==> config.mk <==
export PLATFORM = sky130hd
export DESIGN_NAME = merging_address_range_table_flat
export DESIGN_NICKNAME = d
export VERILOG_FILES = /design/src/hdl/mart_pkg.sv /design/src/hdl/mart_in_if.sv /design/src/hdl/mart_out_if.sv /design/src/hdl/merging_address_range_table.sv /design/src/hdl/mart_ctrl.sv /design/src/hdl/mart_dp.sv /design/src/flat_wrapper.sv
export SDC_FILE = /design/constraint.sdc
export NUM_CORES = 2
export LEC_CHECK = 0
export BUFFER_PORTS_ARGS = -buffer_cell sky130_fd_sc_hd__clkbuf_2
export CORE_ASPECT_RATIO = 0.7
export CORE_UTILIZATION = 45
export CTS_CLUSTER_DIAMETER = 80
export DETAILED_ROUTE_END_ITERATION = 7
export PLACE_DENSITY = 0.67
export SYNTH_ARGS = -nofsm -noshare
export SYNTH_HDL_FRONTEND = slang
export SYNTH_SLANG_ARGS = --single-unit
==> constraint.sdc <==
create_clock -name clk -period 8.15 [get_ports clk]
set_clock_uncertainty 0.2 [all_clocks]
set_input_delay 0.4075 -clock clk [delete_from_list [all_inputs] [get_ports clk]]
set_output_delay 0.4075 -clock clk [all_outputs]
set_load 0.05 [all_outputs]
==> src/hdl/mart_pkg.sv <==
// Package: sizes, mode codes and controller/datapath link types.
`timescale 1ns / 1ps

package mart_pkg;

    localparam int TABLE_DEPTH = 16;
    localparam int ADDR_BITS   = 32;
    localparam int IDX_BITS    = $clog2(TABLE_DEPTH);
    localparam int CNT_BITS    = 5;

    typedef enum logic [1:0] {
        MODE_INSERT = 2'd0,
        MODE_LOOKUP = 2'd1,
        MODE_CLEAR  = 2'd2
    } mode_t;

    typedef struct packed {
        logic load;
        logic scan;
        logic finish;
        logic emit;
    } mart_cmd_t;

    typedef struct packed {
        logic scan_done;
    } mart_stat_t;

endpackage

==> src/hdl/mart_in_if.sv <==
// Input item channel: mode and operands.
`timescale 1ns / 1ps

interface mart_in_if;
    import mart_pkg::*;

    logic                 valid;
    logic                 ready;
    logic [1:0]           mode;
    logic [ADDR_BITS-1:0] range_low;
    logic [ADDR_BITS-1:0] range_high;
    logic [ADDR_BITS-1:0] lookup_address;

    modport source (output valid, output mode, output range_low, output range_high,
                    output lookup_address, input ready);
    modport sink   (input valid, input mode, input range_low, input range_high,
                    input lookup_address, output ready);
endinterface

==> src/hdl/mart_out_if.sv <==
// Result channel: hit, overflow and entry count.
`timescale 1ns / 1ps

interface mart_out_if;
    import mart_pkg::*;

    logic                valid;
    logic                ready;
    logic                hit;
    logic                overflow;
    logic [CNT_BITS-1:0] entry_count;

    modport source (output valid, output hit, output overflow, output entry_count,
                    input ready);
    modport sink   (input valid, input hit, input overflow, input entry_count,
                    output ready);
endinterface

==> src/hdl/merging_address_range_table.sv <==
// Top level: merging address range table.
`timescale 1ns / 1ps

// Sorted, disjoint table of up to TABLE_DEPTH inclusive address ranges.
// Insert (mode 0) folds the new range into every stored range it overlaps or
// abuts; lookup (mode 1) reports whether an address is covered; clear
// (mode 2) empties the table. Each beat on in_item gives exactly one beat on
// result. Items are handled one at a time: the scan reads one stored entry
// per cycle, and reads the first entry above an inserted range twice, once
// to place the new range ahead of it. A result may wait in its output
// register while the next item is accepted and worked on. Clear, unused
// mode 3 and reversed inserts do no scan. An insert that needs a new entry
// while the table is full leaves the table untouched and returns overflow.
module merging_address_range_table (
    input  logic clk,
    input  logic rst_n,
    mart_in_if.sink    in_item,
    mart_out_if.source result
);
    import mart_pkg::*;

    mart_cmd_t  cmd;
    mart_stat_t stat;

    mart_ctrl u_ctrl (
        .clk       (clk),
        .rst_n     (rst_n),
        .in_valid  (in_item.valid),
        .in_ready  (in_item.ready),
        .out_valid (result.valid),
        .out_ready (result.ready),
        .cmd       (cmd),
        .stat      (stat)
    );

    mart_dp u_dp (
        .clk            (clk),
        .rst_n          (rst_n),
        .cmd            (cmd),
        .stat           (stat),
        .mode           (in_item.mode),
        .range_low      (in_item.range_low),
        .range_high     (in_item.range_high),
        .lookup_address (in_item.lookup_address),
        .hit            (result.hit),
        .overflow       (result.overflow),
        .entry_count    (result.entry_count)
    );

endmodule

==> src/hdl/mart_ctrl.sv <==
// Sequencer: accept, scan the table, commit, hand over the result.
`timescale 1ns / 1ps

module mart_ctrl (
    input  logic                clk,
    input  logic                rst_n,
    input  logic                in_valid,
    output logic                in_ready,
    output logic                out_valid,
    input  logic                out_ready,
    output mart_pkg::mart_cmd_t cmd,
    input  mart_pkg::mart_stat_t stat
);
    import mart_pkg::*;

    typedef enum logic [1:0] {
        S_IDLE,
        S_SCAN,
        S_FINISH,
        S_DONE
    } state_t;

    state_t state_reg, state_next;
    logic   out_valid_reg, out_valid_next;

    always_comb
    begin
        state_next     = state_reg;
        out_valid_next = out_valid_reg;
        cmd            = '0;
        if (out_ready)
        begin
            out_valid_next = 1'b0;
        end
        case (state_reg)
            S_IDLE:
            begin
                cmd.load = in_valid;
                if (in_valid)
                begin
                    state_next = S_SCAN;
                end
            end
            S_SCAN:
            begin
                cmd.scan = ~stat.scan_done;
                if (stat.scan_done)
                begin
                    state_next = S_FINISH;
                end
            end
            S_FINISH:
            begin
                cmd.finish = 1'b1;
                state_next = S_DONE;
            end
            S_DONE:
            begin
                // the result register frees when empty or taken this cycle
                cmd.emit = ~out_valid_reg | out_ready;
                if (cmd.emit)
                begin
                    out_valid_next = 1'b1;
                    state_next     = S_IDLE;
                end
            end
            default:
            begin
                state_next = S_IDLE;
            end
        endcase
    end

    always_ff @(posedge clk or negedge rst_n)
    begin
        if (!rst_n)
        begin
            state_reg     <= S_IDLE;
            out_valid_reg <= 1'b0;
        end
        else
        begin
            state_reg     <= state_next;
            out_valid_reg <= out_valid_next;
        end
    end

    assign in_ready  = (state_reg == S_IDLE);
    assign out_valid = out_valid_reg;

endmodule

==> src/hdl/mart_dp.sv <==
// Datapath: two banks of range registers, scan/merge unit, result registers.
`timescale 1ns / 1ps

module mart_dp (
    input  logic                           clk,
    input  logic                           rst_n,
    input  mart_pkg::mart_cmd_t            cmd,
    output mart_pkg::mart_stat_t           stat,
    input  logic [1:0]                     mode,
    input  logic [mart_pkg::ADDR_BITS-1:0] range_low,
    input  logic [mart_pkg::ADDR_BITS-1:0] range_high,
    input  logic [mart_pkg::ADDR_BITS-1:0] lookup_address,
    output logic                           hit,
    output logic                           overflow,
    output logic [mart_pkg::CNT_BITS-1:0]  entry_count
);
    import mart_pkg::*;

    // Bank bank_reg holds the live table; an insert pass rewrites it into the other.
    logic [ADDR_BITS-1:0] start_mem [2][TABLE_DEPTH];
    logic [ADDR_BITS-1:0] end_mem   [2][TABLE_DEPTH];

    logic                 bank_reg;
    logic [CNT_BITS-1:0]  used_reg;
    logic [CNT_BITS-1:0]  idx_reg;
    logic [CNT_BITS-1:0]  wr_cnt_reg;
    logic [ADDR_BITS-1:0] lo_reg;
    logic [ADDR_BITS-1:0] hi_reg;
    logic [ADDR_BITS-1:0] addr_reg;
    logic [ADDR_BITS-1:0] nlo_reg;
    logic [ADDR_BITS-1:0] nhi_reg;
    logic                 ins_reg;
    logic                 lk_reg;
    logic                 clr_reg;
    logic                 merged_reg;
    logic                 placed_reg;
    logic                 hit_reg;
    logic                 res_hit_reg;
    logic                 res_ovf_reg;
    logic [CNT_BITS-1:0]  res_cnt_reg;
    logic                 out_hit_reg;
    logic                 out_ovf_reg;
    logic [CNT_BITS-1:0]  out_cnt_reg;

    logic [ADDR_BITS-1:0] rd_start;
    logic [ADDR_BITS-1:0] rd_end;
    logic                 below;
    logic                 above;
    logic                 inside_rng;
    logic                 full_drop;
    logic [CNT_BITS-1:0]  commit_cnt;
    logic [CNT_BITS-1:0]  wr_cnt_inc;

    logic                 wr_en;
    logic [IDX_BITS-1:0]  wr_idx;
    logic [ADDR_BITS-1:0] wr_start;
    logic [ADDR_BITS-1:0] wr_end;

    assign rd_start = start_mem[bank_reg][idx_reg[IDX_BITS-1:0]];
    assign rd_end   = end_mem[bank_reg][idx_reg[IDX_BITS-1:0]];

    // Touching counts as overlap; one extra bit keeps end+1 from wrapping.
    assign below      = ({1'b0, rd_end} + 1'b1) < {1'b0, lo_reg};
    assign above      = {1'b0, rd_start} > ({1'b0, hi_reg} + 1'b1);
    assign inside_rng = (rd_start <= addr_reg) && (addr_reg <= rd_end);

    assign full_drop  = ~merged_reg && (used_reg >= CNT_BITS'(TABLE_DEPTH));
    assign wr_cnt_inc = wr_cnt_reg + CNT_BITS'(1);
    assign commit_cnt = placed_reg ? wr_cnt_reg : wr_cnt_inc;

    assign stat.scan_done = ~(ins_reg | lk_reg) || (idx_reg >= used_reg);

    always_comb
    begin
        wr_en    = 1'b0;
        wr_idx   = wr_cnt_reg[IDX_BITS-1:0];
        wr_start = rd_start;
        wr_end   = rd_end;
        if (cmd.scan && ins_reg)
        begin
            if (below)
            begin
                wr_en = 1'b1;
            end
            else if (above)
            begin
                wr_en = 1'b1;
                if (!placed_reg)
                begin
                    wr_start = nlo_reg;
                    wr_end   = nhi_reg;
                end
            end
        end
        else if (cmd.finish && ins_reg && !full_drop && !placed_reg)
        begin
            wr_en    = 1'b1;
            wr_start = nlo_reg;
            wr_end   = nhi_reg;
        end
    end

    always_ff @(posedge clk)
    begin
        if (wr_en)
        begin
            start_mem[~bank_reg][wr_idx] <= wr_start;
            end_mem[~bank_reg][wr_idx]   <= wr_end;
        end
    end

    always_ff @(posedge clk or negedge rst_n)
    begin
        if (!rst_n)
        begin
            bank_reg <= 1'b0;
            used_reg <= '0;
        end
        else if (cmd.finish)
        begin
            if (ins_reg && !full_drop)
            begin
                bank_reg <= ~bank_reg;
                used_reg <= commit_cnt;
            end
            else if (clr_reg)
            begin
                used_reg <= '0;
            end
        end
    end

    always_ff @(posedge clk)
    begin
        if (cmd.load)
        begin
            lo_reg     <= range_low;
            hi_reg     <= range_high;
            addr_reg   <= lookup_address;
            nlo_reg    <= range_low;
            nhi_reg    <= range_high;
            ins_reg    <= (mode == MODE_INSERT) && (range_high >= range_low);
            lk_reg     <= (mode == MODE_LOOKUP);
            clr_reg    <= (mode == MODE_CLEAR);
            idx_reg    <= '0;
            wr_cnt_reg <= '0;
            merged_reg <= 1'b0;
            placed_reg <= 1'b0;
            hit_reg    <= 1'b0;
        end
        else if (cmd.scan)
        begin
            if (lk_reg)
            begin
                hit_reg <= hit_reg | inside_rng;
                idx_reg <= idx_reg + CNT_BITS'(1);
            end
            else if (below)
            begin
                wr_cnt_reg <= wr_cnt_inc;
                idx_reg    <= idx_reg + CNT_BITS'(1);
            end
            else if (above)
            begin
                wr_cnt_reg <= wr_cnt_inc;
                // new range goes first; the same entry is copied next beat
                if (!placed_reg)
                begin
                    placed_reg <= 1'b1;
                end
                else
                begin
                    idx_reg <= idx_reg + CNT_BITS'(1);
                end
            end
            else
            begin
                merged_reg <= 1'b1;
                nlo_reg    <= (rd_start < nlo_reg) ? rd_start : nlo_reg;
                nhi_reg    <= (rd_end > nhi_reg) ? rd_end : nhi_reg;
                idx_reg    <= idx_reg + CNT_BITS'(1);
            end
        end

        if (cmd.finish)
        begin
            res_hit_reg <= lk_reg & hit_reg;
            res_ovf_reg <= ins_reg & full_drop;
            if (ins_reg && !full_drop)
            begin
                res_cnt_reg <= commit_cnt;
            end
            else if (clr_reg)
            begin
                res_cnt_reg <= '0;
            end
            else
            begin
                res_cnt_reg <= used_reg;
            end
        end

        if (cmd.emit)
        begin
            out_hit_reg <= res_hit_reg;
            out_ovf_reg <= res_ovf_reg;
            out_cnt_reg <= res_cnt_reg;
        end
    end

    assign hit         = out_hit_reg;
    assign overflow    = out_ovf_reg;
    assign entry_count = out_cnt_reg;

endmodule

==> src/flat_wrapper.sv <==
// flat-port wrapper written by rule: the top's interface ports become plain ports
module merging_address_range_table_flat import mart_pkg::*;
  (clk, rst_n, in_item_valid, in_item_mode, in_item_range_low, in_item_range_high, in_item_lookup_address, in_item_ready, result_valid, result_hit, result_overflow, result_entry_count, result_ready);
  mart_in_if in_item_i ();
  mart_out_if result_i ();
  input  logic clk;
  input  logic rst_n;
  input wire logic [$bits(in_item_i.valid)-1:0] in_item_valid;
  input wire logic [$bits(in_item_i.mode)-1:0] in_item_mode;
  input wire logic [$bits(in_item_i.range_low)-1:0] in_item_range_low;
  input wire logic [$bits(in_item_i.range_high)-1:0] in_item_range_high;
  input wire logic [$bits(in_item_i.lookup_address)-1:0] in_item_lookup_address;
  output wire logic [$bits(in_item_i.ready)-1:0] in_item_ready;
  output wire logic [$bits(result_i.valid)-1:0] result_valid;
  output wire logic [$bits(result_i.hit)-1:0] result_hit;
  output wire logic [$bits(result_i.overflow)-1:0] result_overflow;
  output wire logic [$bits(result_i.entry_count)-1:0] result_entry_count;
  input wire logic [$bits(result_i.ready)-1:0] result_ready;
  assign in_item_i.valid = in_item_valid;
  assign in_item_i.mode = in_item_mode;
  assign in_item_i.range_low = in_item_range_low;
  assign in_item_i.range_high = in_item_range_high;
  assign in_item_i.lookup_address = in_item_lookup_address;
  assign in_item_ready = in_item_i.ready;
  assign result_valid = result_i.valid;
  assign result_hit = result_i.hit;
  assign result_overflow = result_i.overflow;
  assign result_entry_count = result_i.entry_count;
  assign result_i.ready = result_ready;
  merging_address_range_table u_core (.clk(clk), .rst_n(rst_n), .in_item(in_item_i), .result(result_i));
endmodule
== Word-level counts from Yosys, hierarchy flattened ==
Memory sizes are Yosys's and may differ from the RTL's.
Index checks and enable logic that the tools add are counted.
Storage, ports and cells
  bits in registers: 199
  memory bits (writable): 2048
  output and inout port bits: 9
  memories kept: 2
Memory list
  u_core.u_dp.end_mem: depth 2, width 512, read ports 1, clocked after memory_dff 0, wr ports 1, RTL line mart_dp.sv:21  | logic [ADDR_BITS-1:0] end_mem [2][TABLE_DEPTH];
  u_core.u_dp.start_mem: depth 2, width 512, read ports 1, clocked after memory_dff 0, wr ports 1, RTL line mart_dp.sv:20  | logic [ADDR_BITS-1:0] start_mem [2][TABLE_DEPTH];
Cells by class
  $add $sub $neg: 4
  order comparisons: 12
  eq/ne operators: 12
  multiplexer cells: 56
  bitwise logic cells: 15
  reduce and logical (&&, ||, !) cells: 27
Operator list (number)
  $mux W32: 27
  $mux W512: 1
  $bmux W32 S4: 2
  $demux W32 S4: 1
  $add A32 B1 Y33 const B: 2
  $le A32 B32 Y1: 2
  $mux W5: 9
  $gt A32 B33 Y1: 1
  $lt A33 B32 Y1: 1
  $ge A32 B32 Y1: 1
  $gt A32 B32 Y1: 1
  $lt A32 B32 Y1: 1
  $ge A5 B5 Y1 const B: 3
  $mux W1: 12
  $add A5 B1 Y5 const B: 2
  $not A4 Y5: 2
  $reduce_and A5 Y1: 2
  $logic_and A1 B1 Y1: 9
  $not A1 Y1: 8
  $pmux W2 S4: 1
  $reduce_and A4 Y1: 2
  $reduce_bool A2 Y1: 4
  $eq A2 B2 Y1 const B: 3
  $mux W2: 3
  other kinds (13): 26

== Depth between registers and ports, before layout ==
  depth in word-level cells: 11
  mapped depth: 28
  gate-level depth less buffers: 20

== By module ==
A second synthesis with hierarchy kept.
Second synthesis, totals
  cells, all modules: 4890
  area, all modules: 93258.2 µm²
Modules (own cells, without submodules)
  mart_dp: instances 1, cells an instance 4870, area each 93045.5 µm²
  mart_ctrl: instances 1, cells an instance 20, area each 212.7 µm²

== Worst setup path before layout ==
No wires, ideal clock.
  kind: register -> register
  start: register u_core.u_dp.bank_reg
  end: register u_core.u_dp.nhi_reg[0] (enable)
  library setup time: 0.470 ns
  arrival time: 7.759 ns
  required time: 7.480 ns
  setup slack: -0.279 ns
  cell stages (with the launch flop): 23
  buffers on the path: 10
  clock period less this slack: 8.429 ns
  cells stage by stage: dfrtp_1 -> buf_6 -> buf_12 -> buf_12 -> buf_8 -> buf_12 -> buf_6 -> buf_6 -> buf_6 -> buf_2 -> buf_2 -> mux4_2 -> mux4_2 -> mux2_2 -> ha_1 -> nand4_1 -> or4_1 -> o32a_1 -> o21ai_0 -> o21bai_1 -> and2_1 -> nand3_1 -> o31ai_1
Between the ends
  cells in the longest elaborated chain, start to end: 8
Ends and longest elaborated chain
  start, declared: RTL line mart_dp.sv:23  | logic bank_reg;
  start signal, assigned: RTL line mart_dp.sv:123  | bank_reg <= ~bank_reg;
  $mem_v2 Z2 W512
  $bmux W32 S4: RTL line mart_dp.sv:60  | assign rd_end = end_mem[bank_reg][idx_reg[IDX_BITS-1:0]];
  $mux W32 (implied by the code) (2 in series): RTL line mart_dp.sv:60
  $add A32 B1 Y33: RTL line mart_dp.sv:63  | assign below = ({1'b0, rd_end} + 1'b1) < {1'b0, lo_reg};
  $lt A33 B32 Y1: RTL line mart_dp.sv:63
  $ne A2 B1 Y1 (no source line)
  $reduce_and A5 Y1 (no source line) (*)
  end signal, assigned: RTL line mart_dp.sv:141  | nhi_reg <= range_high;
  end signal, assigned: RTL line mart_dp.sv:180  | nhi_reg <= (rd_end > nhi_reg) ? rd_end : nhi_reg;
  end, declared: RTL line mart_dp.sv:31  | logic [ADDR_BITS-1:0] nhi_reg;
Every way passes the cells marked *; elsewhere a longest branch is shown, timed or not. The select of a mux whose other input is x is not followed.
A chain may end at the register's enable or synchronous reset.

== Final worst setup path ==
  start: register u_core.u_dp.bank_reg
  end: memory u_core.u_dp.start_mem[0][403] (netlist bit) (enable)
Between the ends
  cells in the longest elaborated chain, start to end: 10
Ends and longest elaborated chain
  $mem_v2 Z2 W512, on equally long branches
  $bmux W32 S4, on equally long branches: RTL line mart_dp.sv:60, mart_dp.sv:59
  $mux W32, on equally long branches (2 in series): RTL line mart_dp.sv:60, mart_dp.sv:59
  $add A32 B1 Y33 or $gt A32 B33 Y1 (tied branches): RTL line mart_dp.sv:63, mart_dp.sv:64
  $lt A33 B32 Y1 or $mux W1 (tied branches): RTL line mart_dp.sv:63, mart_dp.sv:85
  $mux W1: RTL line mart_dp.sv:81  | if (below)
  $mux W1: RTL line mart_dp.sv:79  | if (cmd.scan && ins_reg)
  $mux W1: RTL line mart_dp.sv:105  | if (wr_en)
  $mux W512 (implied by the code): RTL line mart_dp.sv:107  | start_mem[~bank_reg][wr_idx] <= wr_start;
  end, declared: RTL line mart_dp.sv:20
Several ways; a longest one is shown, not always the timed one. The select of a mux whose other input is x is not followed.

==> results_dict.tcl <==
set metrics [dict create \
    numCtsBuffers 207 \
    leakagePower_nw 36.19 \
    finalNonFillerCells 8175 \
    insertion_delay_ns 0.88 \
    dr.pass1.iters 6 \
    grt_pass1_vias 49540 \
    area_growth_pct 15.69 \
    drt-total-wl_um 276500 \
    swShare_pct 33.65 \
    period_share_pct 97.52 \
    nets 5602 \
    drtIter0Drc 8636 \
    clockBufferDepth 4 \
    cts_tree "done" \
    synth_area_leaders "edfxtp_1 (71%), mux4_2 (11%), ha_1 (3.2%), mux2i_1 (2.1%), mux4_1 (1.2%)" \
    overflow 0 \
    r2r_cells 24 \
    crit_start "u_core.u_dp.bank_reg$_DFFE_PN0P_" \
    fillers 15830 \
    synth_seq_cells 2247 \
    hold_violations 0 \
    synth_ff_type "edfxtp_1" \
    seq_area_um2 67320 \
    p_comb_share_pct 35.5 \
    synth_edf_count 2225 \
    p_seq_share_pct 40.9 \
    worst_slew_pin_slew_ns 1.441 \
    hp-class "input port to register" \
    cp_max_fo 40 \
    drv_cap 0 \
    arrival_ns 8.27 \
    grt_pass1_wl_um 383700 \
    ff2ff_setup_slack_ns 0.20 \
    ys_seq_area_share_pct 71.96 \
    end_kind "register" \
    cts_root_buffer "clkbuf_16" \
    yosysTopAreaCell "edfxtp_1" \
    fp.dieH_um 383.4 \
    vdd_drop_max_v 0.0002330 \
    ant_nets 0 \
    syn-num-nets 5086 \
    fp.coreArea_um2 205700 \
    antenna_found_initial 11 \
    setup_viol 0 \
    net-switching-power_mw 13.91 \
    drc 0 \
    tns_ns 0 \
    netlist_instances 4746 \
    cp-start-kind "register" \
    yosysWarnings 0 \
    final_util_pct 52.59 \
    final_cell_mix "edfxtp_1 (2225), mux4_2 (458), ha_1 (238), inv_1 (220), clkbuf_16 (208)" \
    p_per_area_nw_per_um2 381.9 \
    drive_gt1_share_pct 24.67 \
    post_dp_cell_area_um2 100300 \
    status "finished clean" \
    synth_top_area_share_pct 71.44 \
    io_buffers 110 \
    cts.sinks 2247 \
    syn_avg_cell_area_um2 19.70 \
    final-max-slew-violation-count 0 \
    pwr-share-clk_pct 23.6 \
    wl_per_cell_um 33.83 \
    r2r_start "u_core.u_dp.bank_reg$_DFFE_PN0P_" \
    rows 139 \
    ys_types 91 \
    ios 111 \
    max_freq_ghz 0.1258 \
    worstReg2RegEnd "u_core.u_dp.start_mem[0][403]$_DFFE_PP_" \
    place_congestion 0.9521 \
    syn_area_um2 93520 \
    htree_num_levels 4 \
    power.internal_mw 27.42 \
    die_w_um 546.9 \
    place_inst 7685 \
    slew_headroom_pct 2.417 \
    start_util_pct 45.45 \
    hold_ws_ns 0.05449 \
    final_common_cell "edfxtp_1" \
    rsz0062_at_grt "false" \
    fin_area_um2 108200 \
    dieArea_um2 209700 \
    multi_input_area_um2 24230 \
    cp.required_ns 8.47 \
    clkTransAtPathRegs_ns 0.07 \
    layout_min_cycle_time_ns 7.948 \
    vias 51530 \
    grt_usage_pct 26.10 \
    async_reset_ff_share_pct 0.4005 \
    top_regs "u_core.u_dp.end_mem: 1024 flops, u_core.u_dp.start_mem: 1024 flops" \
    endpoint "u_core.u_dp.start_mem[0][403]$_DFFE_PP_" \
    grt_max_degree 114 \
    criticalPathCategory "register to register" \
    viasPerCell 6.303 \
    hpwl_um 174700 \
]
-- kinds of logic (layout without fill, tap and decap cells) --
family	Yosys count	after routing	synth area share (%)
AO/OA/AOI/OAI	469	469	3.397
buffers and inverters	430	1104	2.402
other	0	6	0
flip-flops	2247	2247	71.96
AND/OR/NAND/NOR	516	516	2.974
XOR/XNOR	64	64	0.5994
multiplexers	782	782	15.48
adder cells (fa/ha/maj)	238	238	3.184
-- worst max-delay path, cell delays in order (launching register included) --
cell	delay (ns)
dfrtp_4	0.67
buf_12	0.31
buf_12	0.31
mux2i_1	0.13
a22oi_1	0.25
nand3_1	0.18
nand4_1	0.37
buf_4	0.23
nor4bb_2	0.36
buf_4	0.26
nand4b_1	0.25
nor4_1	0.39
xnor2_1	0.16
ha_1	0.26
a22oi_1	0.22
o211ai_1	0.17
a211o_1	0.32
a31oi_1	0.17
o211ai_1	0.12
a221oi_1	0.47
buf_4	0.23
o31a_4	0.19
or3_4	0.37
and4_4	0.60
buf_12	0.24
-- cells in the mapped netlist, types with 12 or more instances --
master,count
nand4_1,66
edfxtp_1,2225
buf_8,14
buf_2,47
inv_1,221
xor2_1,21
ha_1,238
nor2b_1,33
nand2b_1,15
nor2_1,118
o21ai_0,64
and4_1,37
mux4_1,43
nand3_1,53
buf_4,12
mux2_4,28
o21a_1,15
buf_6,28
clkbuf_1,87
mux4_2,458
mux2i_1,198
mux2_2,54
o211ai_1,13
nand2_1,93
a21oi_1,120
a22oi_1,75
xnor2_1,43
dfxtp_1,13
a21o_1,63
nor4_1,12
nor3_1,25
o22ai_1,12
-- worst min-delay path by stage --
stage                                             end  slack [ns]  cells past startpoint                 startpoint
floorplan           u_core.u_ctrl.out_valid$_DFF_PN0_       -0.09                      0                      rst_n
global placement    u_core.u_ctrl.out_valid$_DFF_PN0_        0.24                      1                      rst_n
detailed placement  u_core.u_ctrl.out_valid$_DFF_PN0_        0.23                      1                      rst_n
CTS                 u_core.u_dp.addr_reg[1]$_DFFE_PP_      0.0007                      2  in_item_lookup_address[1]
global route        u_core.u_dp.addr_reg[4]$_DFFE_PP_        0.02                      2  in_item_lookup_address[4]
finish              u_core.u_dp.addr_reg[4]$_DFFE_PP_        0.05                      2  in_item_lookup_address[4]
-- power by group through the flow --
stage                     Combinational, mW  Clock, mW  Sequential [mW]
after floorplan                        8.87          0             17.1
after global placement                 14.0          0             17.1
after detailed placement               14.3          0             17.2
after CTS                              14.4       9.83             16.9
after global routing                   15.5       10.2             16.9
final                                  14.7       9.74             16.9
-- metrics by stage --
step	power (mW)	setup slack [ns]
detailed placement	31.47	0.1032
global placement	31.17	-0.04638
floorplan	25.94	0.5030
finish	41.32	0.2020
CTS	41.13	0.05192
global route	42.70	0.007629
-- per-layer routing --
layer	part of all wire [%]	track usage, %	vias up
met5	0.0047	0	-
met4	2.5	6.718	2
met3	13	6.398	373
met2	43	37.61	3546
met1	41	39.69	27050
li1	-	-	20560
-- cell type report --
class,instances,area share [%]
multi-input cells,2069,22.39
well taps,2749,3.179
flip-flops and latches,2247,62.22
inverters,221,0.7737
repair buffers,516,5.272
diodes,6,0.01388
clock inverters,107,1.092
clock buffers,260,5.056
-- timing repair --
item | CTS | global route
hold buffers | 104 | 0
endpoints found under the hold margin | 178 | 0
buffers inserted | 0 | 13
endpoints found under the setup margin | 0 | 3098
gates resized for setup | 0 | 4
(Power assumes the default switching activity.)
